--- config.mk ---
export PLATFORM = sky130hd
export DESIGN_NAME = humidity_sensor_frame_decoder_core
export DESIGN_NICKNAME = d
export VERILOG_FILES = /design/src/rtl/hsfd_pkg.sv /design/src/rtl/hsfd_front.sv /design/src/rtl/hsfd_queue.sv /design/src/rtl/hsfd_back.sv /design/src/rtl/humidity_sensor_frame_decoder_core.sv
export SDC_FILE = /design/constraint.sdc
export NUM_CORES = 1
export LEC_CHECK = 0
export ABC_AREA = 1
export ABC_CLOCK_PERIOD_IN_PS = 6180
export BUFFER_PORTS_ARGS = -buffer_cell sky130_fd_sc_hd__buf_2
export CORE_ASPECT_RATIO = 0.5
export CORE_MARGIN = 2
export CORE_UTILIZATION = 35
export DETAILED_ROUTE_END_ITERATION = 6
export PLACE_DENSITY = 0.57
export SYNTH_ARGS = -nofsm -noshare
export SYNTH_HDL_FRONTEND = slang
export SYNTH_SLANG_ARGS = --single-unit
export TNS_END_PERCENT = 50
--- constraint.sdc ---
create_clock -name clk -period 6.18 [get_ports clk]
set_clock_uncertainty 0.05 [all_clocks]
set_input_delay 0.618 -clock clk [delete_from_list [all_inputs] [get_ports clk]]
set_output_delay 0.618 -clock clk [all_outputs]
set_load 0.02 [all_outputs]
--- src/rtl/hsfd_pkg.sv ---
// hsfd_pkg: shared types, constants and arithmetic helpers for the
// humidity sensor frame decoder. No dependencies.
package hsfd_pkg;

    // Sensor family codes
    localparam logic [1:0] FAM_NEWER  = 2'd0;
    localparam logic [1:0] FAM_OLDER  = 2'd1;
    localparam logic [1:0] FAM_LEGACY = 2'd2;

    // Frame byte positions
    localparam logic [2:0] POS_T_HI   = 3'd0;
    localparam logic [2:0] POS_T_LO   = 3'd1;
    localparam logic [2:0] POS_T_CRC  = 3'd2;
    localparam logic [2:0] POS_H_HI   = 3'd3;
    localparam logic [2:0] POS_H_LO   = 3'd4;
    localparam logic [2:0] POS_H_CRC  = 3'd5;

    localparam logic [7:0] CRC_INIT   = 8'hFF;
    localparam logic [7:0] CRC_POLY   = 8'h31;

    // Scale factors and offsets
    localparam logic [14:0] K_TEMP        = 15'd17500;
    localparam logic [14:0] K_TEMP_LEGACY = 15'd17572;
    localparam logic [13:0] K_HUM         = 14'd12500;
    localparam logic [13:0] K_HUM_OLDER   = 14'd10000;
    localparam logic signed [15:0] OFS_TEMP        = 16'sd4500;
    localparam logic signed [15:0] OFS_TEMP_LEGACY = 16'sd4685;
    localparam logic signed [15:0] OFS_HUM         = 16'sd600;
    localparam logic signed [15:0] HUM_MAX         = 16'sd10000;
    localparam logic [15:0] LEGACY_MASK  = 16'hFFFC;

    // One completed frame handed from front to back
    typedef struct packed {
        logic [15:0] temp_word;
        logic [15:0] hum_word;
        logic        crc_bad;
    } hsfd_frame_t;

    // CRC-8, MSB first, one byte
    function automatic logic [7:0] crc8_byte(input logic [7:0] crc, input logic [7:0] b);
        logic [7:0] v;
        v = crc ^ b;
        for (int i = 0; i < 8; i++) begin
            v = v[7] ? ((v << 1) ^ CRC_POLY) : (v << 1);
        end
        return v;
    endfunction

    // floor(n / 65535) for n < 2^31 with n >> 16 small: n = q0*65535 + (q0 + lo)
    function automatic logic [15:0] div65535(input logic [30:0] n);
        logic [14:0] q0;
        logic [16:0] r;
        q0 = n[30:16];
        r  = {1'b0, n[15:0]} + {2'b0, q0};
        return {1'b0, q0} + ((r >= 17'd65535) ? 16'd1 : 16'd0);
    endfunction

endpackage

--- src/rtl/hsfd_front.sv ---
// hsfd_front: byte intake, CRC-8 checking and word assembly.
// Depends on hsfd_pkg; pushes one hsfd_frame_t per complete frame.
module hsfd_front (
    input  logic                clk,
    input  logic                rst_n,
    input  logic                accept,
    input  logic [7:0]          rx_byte,
    input  logic                frame_start,
    output logic                push,
    output hsfd_pkg::hsfd_frame_t push_frame
);
    import hsfd_pkg::*;

    logic [2:0]  pos_reg,  pos_next;
    logic [7:0]  crc_reg,  crc_next;
    logic [15:0] word_reg, word_next;
    logic [15:0] temp_reg, temp_next;
    logic        fail_reg, fail_next;
    logic [2:0]  pos;
    logic        mismatch;

    // effective position of this byte
    assign pos      = (frame_start || pos_reg > POS_H_CRC) ? POS_T_HI : pos_reg;
    assign mismatch = (crc_reg != rx_byte);

    // next state per position
    always_comb
    begin
        pos_next  = pos_reg;
        crc_next  = crc_reg;
        word_next = word_reg;
        temp_next = temp_reg;
        fail_next = fail_reg;
        if (accept)
        begin
            pos_next = (pos == POS_H_CRC) ? POS_T_HI : pos + 3'd1;
            unique case (pos)
                POS_T_HI, POS_H_HI:
                begin
                    crc_next  = crc8_byte(CRC_INIT, rx_byte);
                    word_next = {rx_byte, 8'h00};
                    if (pos == POS_T_HI)
                    begin
                        fail_next = 1'b0;
                    end
                end
                POS_T_LO, POS_H_LO:
                begin
                    crc_next  = crc8_byte(crc_reg, rx_byte);
                    word_next = {word_reg[15:8], rx_byte};
                end
                POS_T_CRC:
                begin
                    crc_next  = CRC_INIT;
                    fail_next = fail_reg | mismatch;
                    temp_next = word_reg;
                end
                default:
                begin
                    crc_next  = CRC_INIT;
                    fail_next = 1'b0;
                end
            endcase
        end
    end

    // hand the frame to the queue on its last byte
    assign push                 = accept && (pos == POS_H_CRC);
    assign push_frame.temp_word = temp_reg;
    assign push_frame.hum_word  = word_reg;
    assign push_frame.crc_bad   = fail_reg | mismatch;

    always_ff @(posedge clk or negedge rst_n)
    begin
        if (!rst_n)
        begin
            pos_reg  <= POS_T_HI;
            crc_reg  <= CRC_INIT;
            word_reg <= '0;
            temp_reg <= '0;
            fail_reg <= 1'b0;
        end
        else
        begin
            pos_reg  <= pos_next;
            crc_reg  <= crc_next;
            word_reg <= word_next;
            temp_reg <= temp_next;
            fail_reg <= fail_next;
        end
    end

endmodule

--- src/rtl/hsfd_queue.sv ---
// hsfd_queue: two-entry frame queue between front and back.
// Depends on hsfd_pkg for hsfd_frame_t.
module hsfd_queue (
    input  logic                  clk,
    input  logic                  rst_n,
    input  logic                  push,
    input  hsfd_pkg::hsfd_frame_t push_frame,
    input  logic                  pop,
    output logic                  full,
    output logic                  q_valid,
    output hsfd_pkg::hsfd_frame_t q_frame
);
    import hsfd_pkg::*;

    hsfd_frame_t entry_reg [2];
    logic        wr_ptr_reg, rd_ptr_reg;
    logic [1:0]  count_reg, count_next;

    assign full    = (count_reg == 2'd2);
    assign q_valid = (count_reg != 2'd0);
    assign q_frame = entry_reg[rd_ptr_reg];

    // occupancy
    always_comb
    begin
        count_next = count_reg;
        if (push && !pop)
        begin
            count_next = count_reg + 2'd1;
        end
        else if (pop && !push)
        begin
            count_next = count_reg - 2'd1;
        end
    end

    // storage, no reset needed
    always_ff @(posedge clk)
    begin
        if (push)
        begin
            entry_reg[wr_ptr_reg] <= push_frame;
        end
    end

    always_ff @(posedge clk or negedge rst_n)
    begin
        if (!rst_n)
        begin
            wr_ptr_reg <= 1'b0;
            rd_ptr_reg <= 1'b0;
            count_reg  <= 2'd0;
        end
        else
        begin
            if (push)
            begin
                wr_ptr_reg <= ~wr_ptr_reg;
            end
            if (pop)
            begin
                rd_ptr_reg <= ~rd_ptr_reg;
            end
            count_reg <= count_next;
        end
    end

endmodule

--- src/rtl/hsfd_back.sv ---
// hsfd_back: two-stage conversion of a frame to centidegrees/centipercent.
// Depends on hsfd_pkg (constants, div65535). Stage 1 multiplies, stage 2
// divides by 65535 or 65536, offsets, clamps, and holds the output item.
module hsfd_back (
    input  logic                  clk,
    input  logic                  rst_n,
    input  logic [1:0]            family,
    input  logic                  q_valid,
    input  hsfd_pkg::hsfd_frame_t q_frame,
    output logic                  pop,
    input  logic                  out_stall,
    output logic                  out_valid,
    output logic signed [14:0]    temperature,
    output logic signed [14:0]    humidity,
    output logic                  status
);
    import hsfd_pkg::*;

    logic        s1_valid_reg;
    logic [30:0] tprod_reg;
    logic [29:0] hprod_reg;
    logic        bad_reg, legacy_reg, older_reg, clamp_reg;
    logic        out_valid_reg;
    logic signed [14:0] temp_reg, hum_reg;
    logic        status_reg;

    logic        out_ready, s1_ready;
    logic        legacy;
    logic [15:0] tw, hw;
    logic [14:0] kt;
    logic [13:0] kh;
    logic [15:0] tq, hq;
    logic signed [15:0] t_val, h_val;

    assign out_ready = !out_valid_reg || !out_stall;
    assign s1_ready  = !s1_valid_reg || out_ready;
    assign pop       = q_valid && s1_ready;

    // stage 1 operands
    assign legacy = family[1];
    assign tw     = legacy ? (q_frame.temp_word & LEGACY_MASK) : q_frame.temp_word;
    assign hw     = legacy ? (q_frame.hum_word & LEGACY_MASK) : q_frame.hum_word;
    assign kt     = legacy ? K_TEMP_LEGACY : K_TEMP;
    assign kh     = (family == FAM_OLDER) ? K_HUM_OLDER : K_HUM;

    // stage 2: scale division and offsets
    always_comb
    begin
        tq = legacy_reg ? {1'b0, tprod_reg[30:16]} : div65535(tprod_reg);
        hq = legacy_reg ? {2'b0, hprod_reg[29:16]} : div65535({1'b0, hprod_reg});
        t_val = $signed(tq) - (legacy_reg ? OFS_TEMP_LEGACY : OFS_TEMP);
        h_val = older_reg ? $signed(hq) : ($signed(hq) - OFS_HUM);
        if (clamp_reg)
        begin
            if (h_val < 16'sd0)
            begin
                h_val = 16'sd0;
            end
            else if (h_val > HUM_MAX)
            begin
                h_val = HUM_MAX;
            end
        end
        if (bad_reg)
        begin
            t_val = 16'sd0;
            h_val = 16'sd0;
        end
    end

    // stage 1 payload and output registers
    always_ff @(posedge clk)
    begin
        if (pop)
        begin
            tprod_reg  <= {16'd0, kt} * {15'd0, tw};
            hprod_reg  <= {16'd0, kh} * {14'd0, hw};
            bad_reg    <= !legacy && q_frame.crc_bad;
            legacy_reg <= legacy;
            older_reg  <= (family == FAM_OLDER);
            clamp_reg  <= (family == FAM_NEWER);
        end
        if (s1_valid_reg && out_ready)
        begin
            temp_reg   <= t_val[14:0];
            hum_reg    <= h_val[14:0];
            status_reg <= bad_reg;
        end
    end

    // stage valids
    always_ff @(posedge clk or negedge rst_n)
    begin
        if (!rst_n)
        begin
            s1_valid_reg  <= 1'b0;
            out_valid_reg <= 1'b0;
        end
        else
        begin
            if (s1_ready)
            begin
                s1_valid_reg <= q_valid;
            end
            if (out_ready)
            begin
                out_valid_reg <= s1_valid_reg;
            end
        end
    end

    assign out_valid   = out_valid_reg;
    assign temperature = temp_reg;
    assign humidity    = hum_reg;
    assign status      = status_reg;

endmodule

--- src/rtl/humidity_sensor_frame_decoder_core.sv ---
// humidity_sensor_frame_decoder_core: top level of the frame decoder.
// Depends on hsfd_pkg, hsfd_front, hsfd_queue and hsfd_back.
//
//   channel  | signals                                  | handshake
//   ---------+------------------------------------------+----------------------
//   input    | rx_byte[7:0], frame_start                | in_valid / in_stall
//   output   | temperature[14:0], humidity[14:0], status| out_valid / out_stall
//   config   | cfg_data[1:0] (sensor family)            | cfg_valid / cfg_ready
//
// One byte is taken every cycle while in_stall is low; CRC and word assembly
// finish in the cycle of the byte. A frame's result passes through the queue
// write, multiply stage and divide/offset stage into the output register.
// Reset clears positions, CRC and all valids; family resets to 0.
// in_stall rises only when the two-entry frame queue is full, which needs
// out_stall held for several frames.
module humidity_sensor_frame_decoder_core (
    input  logic               clk,
    input  logic               rst_n,
    input  logic               in_valid,
    output logic               in_stall,
    input  logic [7:0]         rx_byte,
    input  logic               frame_start,
    output logic               out_valid,
    input  logic               out_stall,
    output logic signed [14:0] temperature,
    output logic signed [14:0] humidity,
    output logic               status,
    input  logic               cfg_valid,
    output logic               cfg_ready,
    input  logic [1:0]         cfg_data
);
    import hsfd_pkg::*;

    logic        family_reg;
    logic [1:0]  fam_reg;
    logic        accept;
    logic        push, pop, full, q_valid;
    hsfd_frame_t push_frame, q_frame;

    assign in_stall  = full;
    assign accept    = in_valid && !in_stall;
    assign cfg_ready = 1'b1;

    // sensor family register
    always_ff @(posedge clk or negedge rst_n)
    begin
        if (!rst_n)
        begin
            fam_reg    <= FAM_NEWER;
            family_reg <= 1'b0;
        end
        else if (cfg_valid && cfg_ready)
        begin
            fam_reg    <= cfg_data;
            family_reg <= 1'b1;
        end
    end

    hsfd_front u_front (
        .clk        (clk),
        .rst_n      (rst_n),
        .accept     (accept),
        .rx_byte    (rx_byte),
        .frame_start(frame_start),
        .push       (push),
        .push_frame (push_frame)
    );

    hsfd_queue u_queue (
        .clk        (clk),
        .rst_n      (rst_n),
        .push       (push),
        .push_frame (push_frame),
        .pop        (pop),
        .full       (full),
        .q_valid    (q_valid),
        .q_frame    (q_frame)
    );

    hsfd_back u_back (
        .clk        (clk),
        .rst_n      (rst_n),
        .family     (family_reg ? fam_reg : FAM_NEWER),
        .q_valid    (q_valid),
        .q_frame    (q_frame),
        .pop        (pop),
        .out_stall  (out_stall),
        .out_valid  (out_valid),
        .temperature(temperature),
        .humidity   (humidity),
        .status     (status)
    );

endmodule

== Word level (Yosys, flattened, before mapping) ==
Memory sizes are Yosys's and may differ from the RTL's.
Cells that the tools add are included.
W data, S select, Z words.

* $add $sub $neg: 9
* $mul: 2
* Magnitude comparators: 5
* Equal/unequal tests: 9
* Multiplexer cells: 40
* Bitwise logic cells: 22
* Reduce and logical (&&, ||, !) cells: 28

{| class="wikitable"
|+ Operator list
! operator !! count
|-
| $mux W6 || 16
|-
| $mux W15 || 4
|-
| $not A3 Y3 || 16
|-
| $ge A17 B16 Y1 const B || 2
|-
| $mux W16 || 2
|-
| $pmux W16 S2 || 1
|-
| $mul A15 B16 Y31 || 1
|-
| $mul A14 B16 Y30 || 1
|-
| $add A16 B14 Y17 || 1
|-
| $add A16 B15 Y17 || 1
|-
| $add A14 B16 Y16 || 1
|-
| $gt A16 B15 Y1 const B || 1
|-
| $lt A16 B1 Y1 const B || 1
|-
| $pmux W8 S2 || 1
|-
| $sub A16 B11 Y16 const B || 1
|-
| $add A15 B15 Y15 || 1
|-
| $sub A15 B15 Y15 || 1
|-
| $mux W13 || 1
|-
| $mux W10 || 1
|-
| $mux W2 || 5
|-
| $mux W8 || 1
|-
| $ne A8 B8 Y1 || 1
|-
| $not A8 Y8 || 1
|-
| $xor A8 B8 Y8 || 1
|-
| 24 further kinds || 52
|}

* Register bits after elaboration: 149
* Bits in writable memories: 66
* Input bits: 16
* Output and inout port bits: 34
* Logic and storage cells: 138
* Memories: 1

{| class="wikitable"
|+ Memory list
! memory !! words !! bits a word !! read ports !! clocked after Yosys merged registers in !! write ports !! line !! text
|-
| u_queue.entry_reg || 2 || 33 || 1 || 0 || 1 || hsfd_queue.sv:15 || <nowiki>hsfd_frame_t entry_reg [2];</nowiki>
|}

== Longest topological paths before layout ==
* Depth after elaboration: 18
* Gate-level depth with buffers: 34
* Depth with buffers taken out: 34

== By module ==
Synthesis repeated with hierarchy kept, for this count alone.

* Cell total of the unflattened synthesis: 2,161
* Area total of the unflattened synthesis: 20,329.5 um^2

{| class="wikitable"
|+ Modules (own cells, without submodules)
! module !! instances !! cells each !! area each (um^2) !! sequential area each (um^2)
|-
| hsfd_back || 1 || 1,684 || 14,955.6 || 2,812.7
|-
| hsfd_queue || 1 || 128 || 2,740.1 || 2,082.0
|-
| hsfd_front || 1 || 330 || 2,492.4 || 1,111.1
|-
| humidity_sensor_frame_decoder_core || 1 || 19 || 141.4 || 75.1
|}

== Worst setup path before layout ==
Ideal clock, no wire load.

* Kind: register to register
* Start: register fam_reg[1]
* End: register u_back.hprod_reg[27] (data pin)
* Setup time: 0.262 ns
* Data arrival time: 6.125 ns
* Required time: 5.868 ns
* Setup slack: -0.256 ns
* Cell stages (with the launch flop): 24
* Clock period less this slack: 6.436 ns
* Cell sequence: dfrtp_1 > nor3_1 > inv_1 > nor2_1 > inv_1 > fa_1 > fa_1 > inv_1 > fa_1 > inv_1 > fa_1 > inv_1 > fa_1 > ha_1 > ha_1 > a21oi_1 > o21ai_1 > a21oi_1 > o21ai_1 > a21oi_1 > o21ai_1 > a21boi_0 > o21ai_1 > xor2_1

* Cells in the longest elaborated chain, start to end: 4
* Elaborated cells between the ends (all ways): 5

{| class="wikitable"
|+ RTL lines
! item !! line !! text
|-
| start, declared || humidity_sensor_frame_decoder_core.sv:35 || <nowiki>logic [1:0] fam_reg;</nowiki>
|-
| start signal, assigned || humidity_sensor_frame_decoder_core.sv:54 || <nowiki>fam_reg <= cfg_data;</nowiki>
|-
| $mux W2 (*) || humidity_sensor_frame_decoder_core.sv:83 || <nowiki>.family (family_reg ? fam_reg : FAM_NEWER),</nowiki>
|-
| $eq A2 B1 Y1 || hsfd_back.sv:44 || <nowiki>assign kh = (family == FAM_OLDER) ? K_HUM_OLDER : K_HUM;</nowiki>
|-
| $mux W13 || hsfd_back.sv:44 ||
|-
| $mul A14 B16 Y30 (*) || hsfd_back.sv:77 || <nowiki>hprod_reg <= {16'd0, kh} * {14'd0, hw};</nowiki>
|-
| end signal, assigned || hsfd_back.sv:77 ||
|-
| end, declared || hsfd_back.sv:21 || <nowiki>logic [29:0] hprod_reg;</nowiki>
|}

Mark *: on every way between the ends. The rest lies on a longest branch, timed or not.
A chain may end at the register's enable or synchronous reset.

== Final worst setup path ==
* Start: register u_queue.rd_ptr_reg
* End: register u_back.hprod_reg[27] (data pin)

* Cells in the longest elaborated chain, start to end: 3

{| class="wikitable"
|+ RTL lines
! item !! line !! text
|-
| start, declared || hsfd_queue.sv:16 || <nowiki>logic wr_ptr_reg, rd_ptr_reg;</nowiki>
|-
| start signal, assigned || hsfd_queue.sv:62 || <nowiki>rd_ptr_reg <= ~rd_ptr_reg;</nowiki>
|-
| $mem_v2 Z2 W33 (*) || - ||
|-
| $mux W2 || hsfd_back.sv:42 || <nowiki>assign hw = legacy ? (q_frame.hum_word & LEGACY_MASK) : q_frame.hum_word;</nowiki>
|-
| $mul A14 B16 Y30 (*) || hsfd_back.sv:77 ||
|}

Marks and branches as above.

==> flow_metrics.tcl <==
set metrics [dict create \
    core.rowCount 61 \
    grtUsageTotal_pct 14.8 \
    crit_type "reg2reg" \
    ys_warn_count 0 \
    gr-total-overflow 0 \
    end_kind "register" \
    clockBufferDepth 3 \
    critPathMaxFanout 23 \
    cts_tree "done" \
    required_ns 6.42 \
    synth_top_flop_cell "edfxtp_1" \
    clock_latency_ns 0.55 \
    worst_slew_pin_slew_ns 1.10 \
    chipWidth_um 338 \
    grt_first_pass_wirelength_um 68300 \
    fmax_mhz 167 \
    post-dp-hpwl_um 34600 \
    netlist.area_leader.share_pct 24.3 \
    synthDistinctLibCells 50 \
    wl_per_cell_um 14.4 \
    status "finished clean" \
    drcViolationCount 0 \
    synth_area_leaders "edfxtp_1 (24%), ha_1 (19%), fa_1 (16%), inv_1 (7.7%), dfrtp_1 (5.8%)" \
    syn_to_final_growth_pct 12.7 \
    crit_arrival_ns 6.22 \
    placedCellCount 2859 \
    setup_violations 0 \
    maxSlewViolCount 0 \
    antenna_found_initial 2 \
    synthArstFlopShare_pct 25.1 \
    hold_path.class "in2async" \
    avgSynthCellArea_um2 9.63 \
    synth_top_area_cell "edfxtp_1" \
    start_kind "register" \
    setup_ws_ns 0.202 \
    cts.sinks 211 \
    synth_cells 2024 \
    syn-cell-area_um2 19500 \
    pin_count 50 \
    relSlewSlack_pct 27.0 \
    first_pass_iters 5 \
    yosysMostFrequentCell "inv_1" \
    drive_gt1_share_pct 12.7 \
    place_congestion 0.846 \
    core-area_um2 55300 \
    clock-root-buffer "clkbuf_16" \
    cts_buffers 24 \
    synth-edff-count 158 \
    dieHeight_um 171 \
    fin_tns_setup_ns 0 \
    preCtsSetupSlack_ns 0.0236 \
    cap_violations 0 \
    drt-initial-drc-count 701 \
    path_clk_slew_ns 0.06 \
    port_buffers 48 \
    fill_cells 5451 \
    drt_wl_total_um 41700 \
    layout_min_cycle_time_ns 5.98 \
    synth-seq-area-share_pct 31.2 \
    rsz0062_at_grt "yes" \
    ys_top_cells_by_count "inv_1 (402), ha_1 (293), nand2_1 (233), fa_1 (159), edfxtp_1 (158)" \
    n_antenna_cell 0 \
    cts.htree.levels 1 \
    stdcell_count 2906 \
    viasPerCell 4.60 \
    die_area_um2 57700 \
    synth-seq-cells 211 \
    largest_reg_flops 66 \
    num-nets-final 2600 \
    grt_start_max_net_pins 62 \
    dr_total_vias 13400 \
    hold_viol 0 \
    first_global_vias 13200 \
    start_util_pct 35.3 \
    post-route-period-util_pct 96.7 \
    detail-route-antenna-nets 0 \
]
==> stage by stage <==
stage,util [%],hold WS [ns],area (um^2)
final,39.8,0.156,22000
after global routing,39.8,0.194,22000
after CTS,39.5,0.153,21800
after detailed placement,38.0,0.407,21000
after global placement,38.0,0.395,21000
after floorplan,-,0.272,19600
==> final timing paths <==
kind,start,endpoint,slack (ns),cells after the start
min in group clk,out_stall,u_back.out_valid$_DFFE_PN0P_,0.24,3
worst max register to register,u_queue.rd_ptr_reg$_DFFE_PN0P_,u_back.hprod_reg[27]$_DFFE_PP_,0.20,23
max in group asynchronous,rst_n,u_front.word_reg[5]$_DFFE_PN0P_,5.45,2
worst max-delay path,u_queue.rd_ptr_reg$_DFFE_PN0P_,u_back.hprod_reg[27]$_DFFE_PP_,0.20,23
worst min-delay path,rst_n,u_front.temp_reg[12]$_DFFE_PN0P_,0.16,2
worst min register to register,u_front.word_reg[5]$_DFFE_PN0P_,u_queue.entry_reg[1][6]$_DFFE_PP_,0.42,0
==> metal layers <==
metal | vias up | track usage [%] | part of all wire [%]
met5 | - | 0 | 0.029
met1 | 6368 | 21.7 | 50
met4 | 2 | 2.76 | 1.5
met3 | 41 | 2.14 | 3.3
li1 | 6813 | - | -
met2 | 154 | 23.5 | 45
==> critical path: stages (launching register included) <==
cell and delay, ns:
dfrtp_1 0.39, buf_6 0.23, o21ai_0 0.18, nor2_2 0.16, inv_1 0.07, fa_1 0.49
fa_1 0.49, inv_1 0.06, fa_1 0.53, inv_1 0.06, fa_1 0.53, inv_1 0.05
fa_1 0.47, ha_1 0.30, ha_1 0.35, a21oi_1 0.20, o21ai_1 0.10, a21oi_2 0.15
o21ai_2 0.10, a21oi_2 0.20, o21ai_2 0.10, a21boi_2 0.19, o21ai_1 0.10, xor2_1 0.15
==> area by class of cell <==
type	count	area (um^2)	share of cell area, %
clock buffers	30	633	2.88
flip-flops and latches	211	6080	27.7
multi-input cells	1384	11900	54.3
inverters	408	1530	6.97
repair buffers	103	669	3.05
well taps	756	946	4.30
clock inverters	14	179	0.814
==> logic make-up (layout without fill, tap and decap cells) <==
group	count (synthesis)	in the layout	share of synthesized area, %
muxes	11	11	0.623
AOI/OAI and AO/OA	265	265	7.55
and+or+nand+nor	541	541	12.5
xor gates and xnor gates	99	99	4.45
other	2	16	0.0385
buffers and inverters	443	555	8.56
adders and majority gates	452	452	35.1
DFF	211	211	31.2
==> cell usage in the layout (no fill, tap or decap), types with 5 or more instances in the layout <==
| cell | Yosys | final |
|---|---|---|
| nor2_1 | 124 | 111 |
| clkbuf_1 | 32 | 5 |
| or2_2 | 45 | 45 |
| a21oi_2 | 2 | 8 |
| inv_1 | 402 | 400 |
| o21ai_1 | 9 | 19 |
| o211ai_1 | 5 | 5 |
| buf_4 | 1 | 53 |
| edfxtp_1 | 158 | 158 |
| xor2_1 | 60 | 60 |
| clkbuf_16 | 0 | 24 |
| o21bai_1 | 17 | 16 |
| dfstp_2 | 8 | 8 |
| o22ai_1 | 16 | 16 |
| nand2_2 | 8 | 9 |
| o21a_1 | 5 | 5 |
| conb_1 | 2 | 16 |
| fa_1 | 159 | 159 |
| nand3_1 | 62 | 62 |
| nor2_2 | 13 | 25 |
| ha_1 | 293 | 291 |
| a31oi_1 | 10 | 10 |
| xnor2_1 | 39 | 39 |
| buf_2 | 2 | 48 |
| a21oi_1 | 95 | 88 |
| dfrtp_1 | 45 | 45 |
| nand4_1 | 14 | 14 |
| o21ai_2 | 1 | 5 |
| nand2_1 | 233 | 232 |
| mux2_2 | 9 | 9 |
| nor3_1 | 24 | 21 |
| inv_2 | 4 | 6 |
| o21ai_0 | 93 | 79 |
==> what timing repair did <==
action	4_1_cts	5_1_grt
hold buffers	0	0
buffers inserted	0	3
setup endpoints to repair	0	18
gates resized for setup	0	46
Power is not shown: default switching activity piles up to over one toggle a cycle in this logic, so the estimate is an artifact.
